`src/sv/assert_macros.svh`:
```
// Assertion macros shared by the RTL files.
`ifndef ASSERT_MACROS_SVH
`define ASSERT_MACROS_SVH
// Implication checked on every clock edge, off while reset is low.
`define ASSERT_IMPL(label, clk, rst_n, cond, msg) \
    label: assert property (@(posedge clk) disable iff (!rst_n) (cond)) else $error(msg);
// Condition that holds at every clock edge after reset.
`define ASSERT_ALWAYS(label, clk, rst_n, cond, msg) \
    label: assert property (@(posedge clk) disable iff (!rst_n) (cond)) else $error(msg);
`endif

```
`src/sv/rte_pkg.sv`:
```
// Package: types and constants of the resend timeout estimator.
package rte_pkg;
    localparam int Window     = 100;
    localparam int SlotW      = $clog2(Window);
    localparam int CountW     = 11;
    localparam int SumW       = 26;
    localparam int MeanW      = 34;
    localparam int AccW       = 48;
    localparam logic [15:0] DefaultTimeoutReset = 16'd20;
    localparam logic KindRecord = 1'b0;
    localparam logic KindQuery  = 1'b1;

    typedef struct packed {
        logic        kind;
        logic [15:0] sample_time;
        logic [31:0] elapsed_time;
        logic [31:0] override_timeout;
    } rte_in_t;

    typedef struct packed {
        logic        need_resend;
        logic [31:0] timeout_used;
        logic [10:0] samples_held;
    } rte_out_t;

    // Shared divider / square-root unit control.
    typedef enum logic [1:0] {
        OP_DIV  = 2'd0,
        OP_SQRT = 2'd1
    } rte_op_t;

    typedef struct packed {
        logic            start;
        rte_op_t         op;
        logic [AccW-1:0] num;
        logic [CountW-1:0] den;
    } rte_unit_req_t;

    typedef struct packed {
        logic            done;
        logic [AccW-1:0] result;
    } rte_unit_rsp_t;
endpackage

```
`src/sv/resend_timeout_estimator.sv`:
```
// Top level of the resend timeout estimator.
// Resend timeout estimator: record items store an acknowledgement time in a
// 100-entry window and offer their result after the S_REC_RD, S_REC_WAIT,
// S_REC_WR and S_OUT states; queries with a nonzero override or an empty
// window go straight to S_OUT. Other queries compute floor(mean) + 2*floor(sd)
// with two divides and one square root on the one shared bit-serial unit, one
// window RAM read per stored time plus a drain of the sweep pipeline, and
// handoff states between them. One item is in work at a time; in_ready is low
// until the result has been taken, and the next transaction can be accepted
// on the cycle after that.
module resend_timeout_estimator
    import rte_pkg::*;
(
    input  logic              clk,
    input  logic              rst_n,
    input  logic              cfg_we,
    input  logic [15:0]       cfg_wdata,
    input  logic              in_valid,
    output logic              in_ready,
    input  rte_pkg::rte_in_t  in_data,
    output logic              out_valid,
    input  logic              out_ready,
    output rte_pkg::rte_out_t out_data
);
    logic             ram_we;
    logic [SlotW-1:0] ram_addr;
    logic [15:0]      ram_wdata;
    logic [15:0]      ram_rdata;
    rte_unit_req_t    unit_req;
    rte_unit_rsp_t    unit_rsp;

    rte_seq u_seq (
        .clk(clk), .rst_n(rst_n), .cfg_we(cfg_we), .cfg_wdata(cfg_wdata),
        .in_valid(in_valid), .in_ready(in_ready), .in_data(in_data),
        .out_valid(out_valid), .out_ready(out_ready), .out_data(out_data),
        .ram_we(ram_we), .ram_addr(ram_addr), .ram_wdata(ram_wdata),
        .ram_rdata(ram_rdata), .unit_req(unit_req), .unit_rsp(unit_rsp)
    );

    rte_unit u_unit (.clk(clk), .rst_n(rst_n), .req(unit_req), .rsp(unit_rsp));

    rte_ram #(.Width(16), .Depth(Window)) u_window (
        .clk(clk), .we(ram_we), .addr(ram_addr), .wdata(ram_wdata), .rdata(ram_rdata)
    );
endmodule

```
`src/sv/rte_ram.sv`:
```
// Generic single-port RAM with registered read.
module rte_ram #(
    parameter int Width = 16,
    parameter int Depth = 100
) (
    input  logic                     clk,
    input  logic                     we,
    input  logic [$clog2(Depth)-1:0] addr,
    input  logic [Width-1:0]         wdata,
    output logic [Width-1:0]         rdata
);
    logic [Width-1:0] mem [Depth];

    // Registered read; on a write the old word is returned
    always_ff @(posedge clk)
    begin
        if (we)
        begin
            mem[addr] <= wdata;
        end
        rdata <= mem[addr];
    end
endmodule

```
`src/sv/rte_unit.sv`:
```
// Shared iterative unit: restoring divide or bitwise integer square root.
module rte_unit
    import rte_pkg::*;
(
    input  logic          clk,
    input  logic          rst_n,
    input  rte_unit_req_t req,
    output rte_unit_rsp_t rsp
);
    `include "assert_macros.svh"

    localparam int StepW = $clog2(AccW + 1);

    logic            busy_reg, busy_next;
    rte_op_t         op_reg, op_next;
    logic [AccW-1:0] a_reg, a_next;      // dividend/quotient or radicand
    logic [AccW-1:0] r_reg, r_next;      // remainder or root
    logic [AccW-1:0] b_reg, b_next;      // divisor or sqrt bit
    logic [StepW-1:0] cnt_reg, cnt_next;
    logic            done_reg, done_next;

    logic [AccW:0]   rem_sh;
    logic [AccW:0]   trial;

    always_comb
    begin
        busy_next = busy_reg;
        op_next   = op_reg;
        a_next    = a_reg;
        r_next    = r_reg;
        b_next    = b_reg;
        cnt_next  = cnt_reg;
        done_next = 1'b0;
        rem_sh    = {r_reg, a_reg[AccW-1]};
        trial     = '0;
        if (req.start)
        begin
            busy_next = 1'b1;
            op_next   = req.op;
            a_next    = req.num;
            r_next    = '0;
            cnt_next  = StepW'(AccW / 2);
            if (req.op == OP_DIV)
            begin
                b_next   = AccW'(req.den);
                cnt_next = StepW'(AccW);
            end
            else
            begin
                b_next = AccW'(1) << (AccW - 2);
            end
        end
        else if (busy_reg)
        begin
            unique case (op_reg)
                OP_DIV:
                begin
                    // One quotient bit per cycle
                    trial = rem_sh - {1'b0, b_reg};
                    a_next = {a_reg[AccW-2:0], ~trial[AccW]};
                    r_next = trial[AccW] ? rem_sh[AccW-1:0] : trial[AccW-1:0];
                end
                OP_SQRT:
                begin
                    // One root bit per cycle
                    trial = {1'b0, a_reg} - {1'b0, r_reg + b_reg};
                    if (!trial[AccW])
                    begin
                        a_next = trial[AccW-1:0];
                        r_next = (r_reg >> 1) + b_reg;
                    end
                    else
                    begin
                        r_next = r_reg >> 1;
                    end
                    b_next = b_reg >> 2;
                end
                default:
                begin
                end
            endcase
            cnt_next = cnt_reg - 1'b1;
            if (cnt_reg == StepW'(1))
            begin
                busy_next = 1'b0;
                done_next = 1'b1;
            end
        end
    end

    always_ff @(posedge clk or negedge rst_n)
    begin
        if (!rst_n)
        begin
            busy_reg <= 1'b0;
            done_reg <= 1'b0;
            cnt_reg  <= '0;
            op_reg   <= OP_DIV;
        end
        else
        begin
            busy_reg <= busy_next;
            done_reg <= done_next;
            cnt_reg  <= cnt_next;
            op_reg   <= op_next;
        end
    end

    always_ff @(posedge clk)
    begin
        a_reg <= a_next;
        r_reg <= r_next;
        b_reg <= b_next;
    end

    assign rsp.done   = done_reg;
    assign rsp.result = (op_reg == OP_DIV) ? a_reg : r_reg;

    `ASSERT_IMPL(a_no_restart, clk, rst_n, !(req.start && busy_reg), "start while busy")
    `ASSERT_IMPL(a_done_after_busy, clk, rst_n, !done_reg || $past(busy_reg), "done not after busy")
    `ASSERT_ALWAYS(a_cnt_idle, clk, rst_n, busy_reg || cnt_reg == '0, "count left over")
endmodule

```
`src/sv/rte_seq.sv`:
```
// Sequencer: window bookkeeping, deviation sweep and result register.
module rte_seq
    import rte_pkg::*;
(
    input  logic                clk,
    input  logic                rst_n,
    input  logic                cfg_we,
    input  logic [15:0]         cfg_wdata,
    input  logic                in_valid,
    output logic                in_ready,
    input  rte_pkg::rte_in_t    in_data,
    output logic                out_valid,
    input  logic                out_ready,
    output rte_pkg::rte_out_t   out_data,
    output logic                ram_we,
    output logic [rte_pkg::SlotW-1:0] ram_addr,
    output logic [15:0]         ram_wdata,
    input  logic [15:0]         ram_rdata,
    output rte_pkg::rte_unit_req_t unit_req,
    input  rte_pkg::rte_unit_rsp_t unit_rsp
);
    `include "assert_macros.svh"

    typedef enum logic [3:0] {
        S_IDLE, S_REC_RD, S_REC_WAIT, S_REC_WR, S_MEAN, S_MEAN_W,
        S_SWEEP_RD, S_SWEEP_ACC, S_VAR, S_VAR_W, S_SQRT, S_SQRT_W, S_OUT
    } state_t;

    state_t            state_reg;
    logic [CountW-1:0] fill_reg;
    logic [SlotW-1:0]  slot_reg;
    logic [SumW-1:0]   sum_reg;
    logic [15:0]       deft_reg;
    rte_in_t           item_reg;
    logic [MeanW-1:0]  mean_reg;
    logic [AccW-1:0]   acc_reg;
    logic [SlotW-1:0]  idx_reg;
    logic              rd_pend_reg;
    logic [31:0]       dev_sq_reg;
    logic              dev_pend_reg;
    rte_out_t          out_reg;
    logic              out_valid_reg;

    logic [23:0]       s_q8;
    logic [23:0]       dev;
    logic [31:0]       dev_sq;
    logic [SlotW-1:0]  last_idx;
    logic [SlotW-1:0]  slot_inc;
    logic [31:0]       est;

    // Deviation of the stored time from the mean; mean < 2^24
    assign s_q8   = {ram_rdata, 8'd0};
    assign dev    = (s_q8 >= mean_reg[23:0]) ? s_q8 - mean_reg[23:0] : mean_reg[23:0] - s_q8;
    assign dev_sq = 32'((48'(dev) * 48'(dev)) >> 16);
    assign last_idx = SlotW'(fill_reg - 1'b1);
    assign slot_inc = (slot_reg == SlotW'(Window - 1)) ? '0 : slot_reg + 1'b1;
    assign est    = 32'(mean_reg[MeanW-1:8]) + {unit_rsp.result[30:0], 1'b0};

    assign in_ready  = (state_reg == S_IDLE) && !out_valid_reg;
    assign out_valid = out_valid_reg;
    assign out_data  = out_reg;

    always_comb
    begin
        ram_we    = (state_reg == S_REC_WR);
        ram_addr  = (state_reg == S_SWEEP_RD) ? idx_reg : slot_reg;
        ram_wdata = item_reg.sample_time;
        unit_req  = '0;
        unit_req.den = fill_reg;
        unit_req.op  = OP_DIV;
        unique case (state_reg)
            S_MEAN:
            begin
                unit_req.start = 1'b1;
                unit_req.num   = AccW'({sum_reg, 8'd0});
            end
            S_VAR:
            begin
                unit_req.start = 1'b1;
                unit_req.num   = acc_reg;
            end
            S_SQRT:
            begin
                unit_req.start = 1'b1;
                unit_req.op    = OP_SQRT;
                unit_req.num   = unit_rsp.result;
            end
            default:
            begin
            end
        endcase
    end

    always_ff @(posedge clk or negedge rst_n)
    begin
        if (!rst_n)
        begin
            state_reg     <= S_IDLE;
            fill_reg      <= '0;
            slot_reg      <= '0;
            sum_reg       <= '0;
            deft_reg      <= DefaultTimeoutReset;
            out_valid_reg <= 1'b0;
            rd_pend_reg   <= 1'b0;
            dev_pend_reg  <= 1'b0;
        end
        else
        begin
            if (cfg_we)
            begin
                deft_reg <= cfg_wdata;
            end
            if (out_valid_reg && out_ready)
            begin
                out_valid_reg <= 1'b0;
            end
            unique case (state_reg)
                S_IDLE:
                begin
                    if (in_valid && in_ready)
                    begin
                        item_reg <= in_data;
                        if (in_data.kind == KindRecord)
                        begin
                            state_reg <= S_REC_RD;
                        end
                        else if (in_data.override_timeout != 32'd0)
                        begin
                            out_reg.need_resend  <= in_data.elapsed_time >= in_data.override_timeout;
                            out_reg.timeout_used <= in_data.override_timeout;
                            out_reg.samples_held <= fill_reg;
                            state_reg <= S_OUT;
                        end
                        else if (fill_reg == '0)
                        begin
                            out_reg.need_resend  <= in_data.elapsed_time >= 32'(deft_reg);
                            out_reg.timeout_used <= 32'(deft_reg);
                            out_reg.samples_held <= fill_reg;
                            state_reg <= S_OUT;
                        end
                        else
                        begin
                            state_reg <= S_MEAN;
                        end
                    end
                end
                // Fetch the oldest entry being replaced
                S_REC_RD:   state_reg <= S_REC_WAIT;
                S_REC_WAIT: state_reg <= S_REC_WR;
                S_REC_WR:
                begin
                    if (fill_reg == CountW'(Window))
                    begin
                        sum_reg <= sum_reg - SumW'(ram_rdata) + SumW'(item_reg.sample_time);
                        out_reg.samples_held <= fill_reg;
                    end
                    else
                    begin
                        sum_reg  <= sum_reg + SumW'(item_reg.sample_time);
                        fill_reg <= fill_reg + 1'b1;
                        out_reg.samples_held <= fill_reg + 1'b1;
                    end
                    slot_reg <= slot_inc;
                    out_reg.need_resend  <= 1'b0;
                    out_reg.timeout_used <= '0;
                    state_reg <= S_OUT;
                end
                S_MEAN:     state_reg <= S_MEAN_W;
                S_MEAN_W:
                begin
                    if (unit_rsp.done)
                    begin
                        mean_reg     <= MeanW'(unit_rsp.result);
                        acc_reg      <= '0;
                        idx_reg      <= '0;
                        rd_pend_reg  <= 1'b0;
                        dev_pend_reg <= 1'b0;
                        state_reg    <= S_SWEEP_RD;
                    end
                end
                // Pipelined sweep: address, read data, square, accumulate
                S_SWEEP_RD:
                begin
                    rd_pend_reg <= 1'b1;
                    if (idx_reg == last_idx)
                    begin
                        state_reg <= S_SWEEP_ACC;
                    end
                    else
                    begin
                        idx_reg <= idx_reg + 1'b1;
                    end
                    if (rd_pend_reg)
                    begin
                        dev_sq_reg   <= dev_sq;
                        dev_pend_reg <= 1'b1;
                    end
                    if (dev_pend_reg)
                    begin
                        acc_reg <= acc_reg + AccW'(dev_sq_reg);
                    end
                end
                S_SWEEP_ACC:
                begin
                    rd_pend_reg <= 1'b0;
                    if (rd_pend_reg)
                    begin
                        dev_sq_reg   <= dev_sq;
                        dev_pend_reg <= 1'b1;
                    end
                    else
                    begin
                        dev_pend_reg <= 1'b0;
                    end
                    if (dev_pend_reg)
                    begin
                        acc_reg <= acc_reg + AccW'(dev_sq_reg);
                    end
                    if (!rd_pend_reg && !dev_pend_reg)
                    begin
                        state_reg <= S_VAR;
                    end
                end
                S_VAR:      state_reg <= S_VAR_W;
                S_VAR_W:
                begin
                    if (unit_rsp.done)
                    begin
                        state_reg <= S_SQRT;
                    end
                end
                S_SQRT:     state_reg <= S_SQRT_W;
                S_SQRT_W:
                begin
                    if (unit_rsp.done)
                    begin
                        out_reg.need_resend  <= item_reg.elapsed_time >= est;
                        out_reg.timeout_used <= est;
                        out_reg.samples_held <= fill_reg;
                        state_reg <= S_OUT;
                    end
                end
                S_OUT:
                begin
                    out_valid_reg <= 1'b1;
                    state_reg     <= S_IDLE;
                end
                default:    state_reg <= S_IDLE;
            endcase
        end
    end

    `ASSERT_ALWAYS(a_fill_range, clk, rst_n, fill_reg <= CountW'(Window), "fill over window")
    `ASSERT_ALWAYS(a_slot_range, clk, rst_n, slot_reg < SlotW'(Window), "slot over window")
    `ASSERT_IMPL(a_ready_idle, clk, rst_n, !in_ready || state_reg == S_IDLE, "ready while busy")
endmodule

```
`config.mk`:
```
export PLATFORM = sky130hd
export DESIGN_NAME = resend_timeout_estimator
export DESIGN_NICKNAME = d
export VERILOG_FILES = /design/src/sv/rte_pkg.sv /design/src/sv/resend_timeout_estimator.sv /design/src/sv/rte_ram.sv /design/src/sv/rte_unit.sv /design/src/sv/rte_seq.sv
export VERILOG_INCLUDE_DIRS = /design/src /design/src/sv
export SDC_FILE = /design/constraint.sdc
export NUM_CORES = 2
export LEC_CHECK = 0
export BUFFER_PORTS_ARGS = -buffer_cell sky130_fd_sc_hd__buf_2
export CAP_MARGIN = 20
export CORE_AREA = 4 4 472 474
export CTS_BUF_LIST = sky130_fd_sc_hd__clkbuf_16
export CTS_CLUSTER_DIAMETER = 120
export CTS_CLUSTER_SIZE = 28
export DETAILED_ROUTE_END_ITERATION = 16
export DIE_AREA = 0 0 476 478
export GPL_TIMING_DRIVEN = 0
export PLACE_DENSITY = 0.65
export SLEW_MARGIN = 20
export SYNTH_ARGS = -nofsm -noshare
export SYNTH_HDL_FRONTEND = slang
export SYNTH_SLANG_ARGS = --single-unit
export TNS_END_PERCENT = 5
```
`constraint.sdc`:
```
create_clock -name clk -period 9.7 [get_ports clk]
set_input_delay 1.94 -clock clk [delete_from_list [all_inputs] [get_ports clk]]
set_output_delay 1.94 -clock clk [all_outputs]
set_load 0.01 [all_outputs]
```
==> results.md <==
* Cell count after synthesis at 8771
* Synth Area in XOR/XNOR at 2.86%
* Hold Path Class: reg -> reg
* Number of routed nets with antenna violations at 0
* Placement Rows at 172
* Async S/R FF share, synth at 3.74%
* Status: finished with violations
* Unique masters post-synth at 114
* CP arrival at 10.76 ns
* First-pass GRT wire length at 585000 microns
* Final Skew at 0.0727 ns
* Seq/Total Area, Yosys at 55.1%
* P_leak at 44.6 nW
* Initial antenna violation count at 26
* DRT iter0 DRCs at 11927
* TritonCTS clock tree: built
* Die Area at 228000 sq um
* WP data required at 10.23 ns
* Synth Register Bits at 2030
* Met3 usage at 8.53%
* Max Clk Rate at 97.8 MHz
* Clock tree buffer depth at 3
* DR pass1 iterations at 7
* Crit path largest cell delay at 0.58 ns
* Setup ws final at -0.525 ns
* Synthesis Warnings at 0
* Number of port buffers at 147
* Max FFs per register at 1600
* Slowest-stage cell, CP: fa_1
* Critical-path maximum fanout at 7
* Layout area overhead at 11.3%
* Number of H-tree levels at 3
* Main combinational cell family by area after synthesis: compound AO/OA/AOI/OAI gates
* Clk slew on worst S/H paths at 0.12 ns
* Post-Synthesis Cell Area at 109000 sq um
* Path type of the worst setup path: reg -> reg
* Clock sinks at 2030
* Routing usage on met2 at 57.2%
* Synth Area in Adders at 14.3%
* RSZ-0062 raised after global routing: yes
* Int Power at 11.2 mW
* Most flop-heavy register: u_window.mem
* Final hold viol count at 0
* Failing checks: setup timing
* Width of the die at 476 microns
* # setup viols final at 11
* Grt peak-use layer: met2
* Chip Height at 478 microns
* Worst Reg-to-Reg Cells at 41
* # IOs at 148
* Layout cells sized above 1 at 11.7%
* Max VDD drop at 0.213 mV
* Tcrit/Tclk final at 105%
* DRC viols at 0
* DR vias at 80752
* Most frequent cells in the layout: edfxtp_1 (1890), inv_1 (869), a22oi_1 (589)
* Cell chosen for the clock root: clkbuf_16
* Grt total ovfl at 0
* Top cell by count, worst path: fa_1
* Placer Congestion at 1.00
* Largest net degree at the start of global routing at 65
* Mux cell area share after synthesis at 0.871%
* Max-slew headroom at 8.69%
* Avg WL per Cell at 34.6 microns
* Compound-Gate Fraction of Synth Area at 14.9%
* Vias per std cell at 6.63
* Overall Power at 14.2 mW
* Sw frac at 20.9%
* Starting Density at 49.7%
* Core box area at 219000 sq um
* Fraction of the mapped netlist area in simple logic gates at 7.43%
* Post-synth top flop: edfxtp_1
* Vias in the first global route at 77980
* Post-Route WL at 422000 microns
* Commonest non-fill, non-tap cell in the layout: edfxtp_1
* Syn avg cell area at 12.4 sq um
* Nets at 10327
* DP HPWL at 306000 microns
* Clock period minus worst slack at 10.23 ns
* Power per standard cell area at 117 nW/um^2
* Clk Latency, worst-skew pair at 0.81 ns
* Met1 usage at 45.1%
* Clock buffer count from CTS at 87
* Startpoint types: register
* Hold Path Depth at 1
* Comb pwr share at 0.8%
* Total GRT Usage at 36.4%
* Net Sw Power at 2.96 mW
* Worst slew pin tran at 1.37 ns
* Mapped Nets at 9845
* Clk network pwr share at 32.6%
* Setup_tns at -2.38 ns
* Slew Limit Fails at 0
* Number of max-cap violations at 0
* Reg power frac at 66.6%
* Final hold slack at 0.491 ns
* Post-synth EDFFs at 1890
* Critical path capture point type: register
-- kinds of logic after synthesis --
kind of cell,count (synthesis)
buf+inv,1298
xor+xnor,354
flops,2030
compound gates,2326
simple gates,1720
mux,71
fa+ha+maj,972
-- cells in the mapped netlist (all sizes together), types with 96 or more instances --
| cell type | n | share of area, % |
|---|---|---|
| a221oi | 120 | 0.98 |
| clkbuf | 275 | 0.95 |
| inv | 873 | 3.0 |
| ha | 526 | 6.0 |
| fa | 446 | 8.2 |
| nor3 | 96 | 0.44 |
| buf | 149 | 0.64 |
| a22oi | 592 | 4.1 |
| a22o | 124 | 1.0 |
| nand2 | 538 | 1.9 |
| nand4 | 115 | 0.66 |
| nor2 | 526 | 1.8 |
| edfxtp | 1890 | 52 |
| a21o | 127 | 0.88 |
| xnor2 | 208 | 1.7 |
| o21ai | 355 | 1.6 |
| a31oi | 161 | 0.94 |
| a21oi | 379 | 1.8 |
| xor2 | 146 | 1.2 |
-- cell type report --
cell class | count | area (sq um)
sequential | 2030 | 59900
clock buffer | 87 | 2180
clock inverter | 36 | 432
inverter | 874 | 3310
antenna | 23 | 57.6
buffer | 423 | 2180
fill | 18198 | 97800
multi-input combinational | 5443 | 45300
tap | 2871 | 3590
timing repair buffer | 394 | 4060
-- critical path, delay by kind of cell, from the launching register on --
family / cells / cell delay [ns]
xor gates and xnor gates: 2 / 0.35
and+or+nand+nor: 8 / 1.20
DFF: 1 / 0.47
buffers and inverters: 9 / 0.84
adders and majority gates: 10 / 4.41
muxes: 1 / 0.24
AOI/OAI and AO/OA: 11 / 2.42
-- per-layer routing --
| metal | up-vias | share of wire, % |
|---|---|---|
| li1 | 33479 | - |
| met1 | 40382 | 35 |
| met3 | 1374 | 11 |
| met2 | 5507 | 45 |
| met5 | - | 0.016 |
| met4 | 10 | 8.5 |
-- worst paths after layout --
kind | start | to | slack, ns
worst max-delay path | u_seq.mean_reg[8] | u_seq.dev_sq_reg[30] | -0.53
worst min-delay path | u_seq.sum_reg[25] | u_seq.sum_reg[25] | 0.49
worst max register to register | u_seq.mean_reg[8] | u_seq.dev_sq_reg[30] | -0.53
worst min register to register | u_seq.sum_reg[25] | u_seq.sum_reg[25] | 0.49
max in group asynchronous | rst_n | u_seq.sum_reg[14] | 7.99
min in group asynchronous | rst_n | u_seq.deft_reg[3] | 0.99
-- power by group through the flow --
stage	registers, mW	clock network, mW	logic [mW]
CTS	9.43	4.58	0.111
floorplan	9.62	0	0.0495
finish	9.43	4.62	0.112
global placement	9.63	0	0.107
global route	9.43	4.89	0.125
detailed placement	9.63	0	0.111
-- stage by stage --
stage | cells | area (sq um) | setup slack (ns) | utilization, %
after floorplan | 8771 | 109000 | 0.173 | -
after global placement | 11789 | 113000 | -2.94 | 51.7
after detailed placement | 11952 | 117000 | -2.46 | 53.3
after CTS | 12147 | 121000 | -0.499 | 55.2
after global routing | 12163 | 121000 | -0.813 | 55.3
final | 12181 | 121000 | -0.525 | 55.3
-- repair_timing --
item	in CTS	in global routing
gates cloned	1	0
endpoints found under the setup margin	32	28
pin swaps	79	48
gates resized for setup	240	35
setup buffers	71	12
hold buffers	0	0
Power figures use the tool's default switching activity.
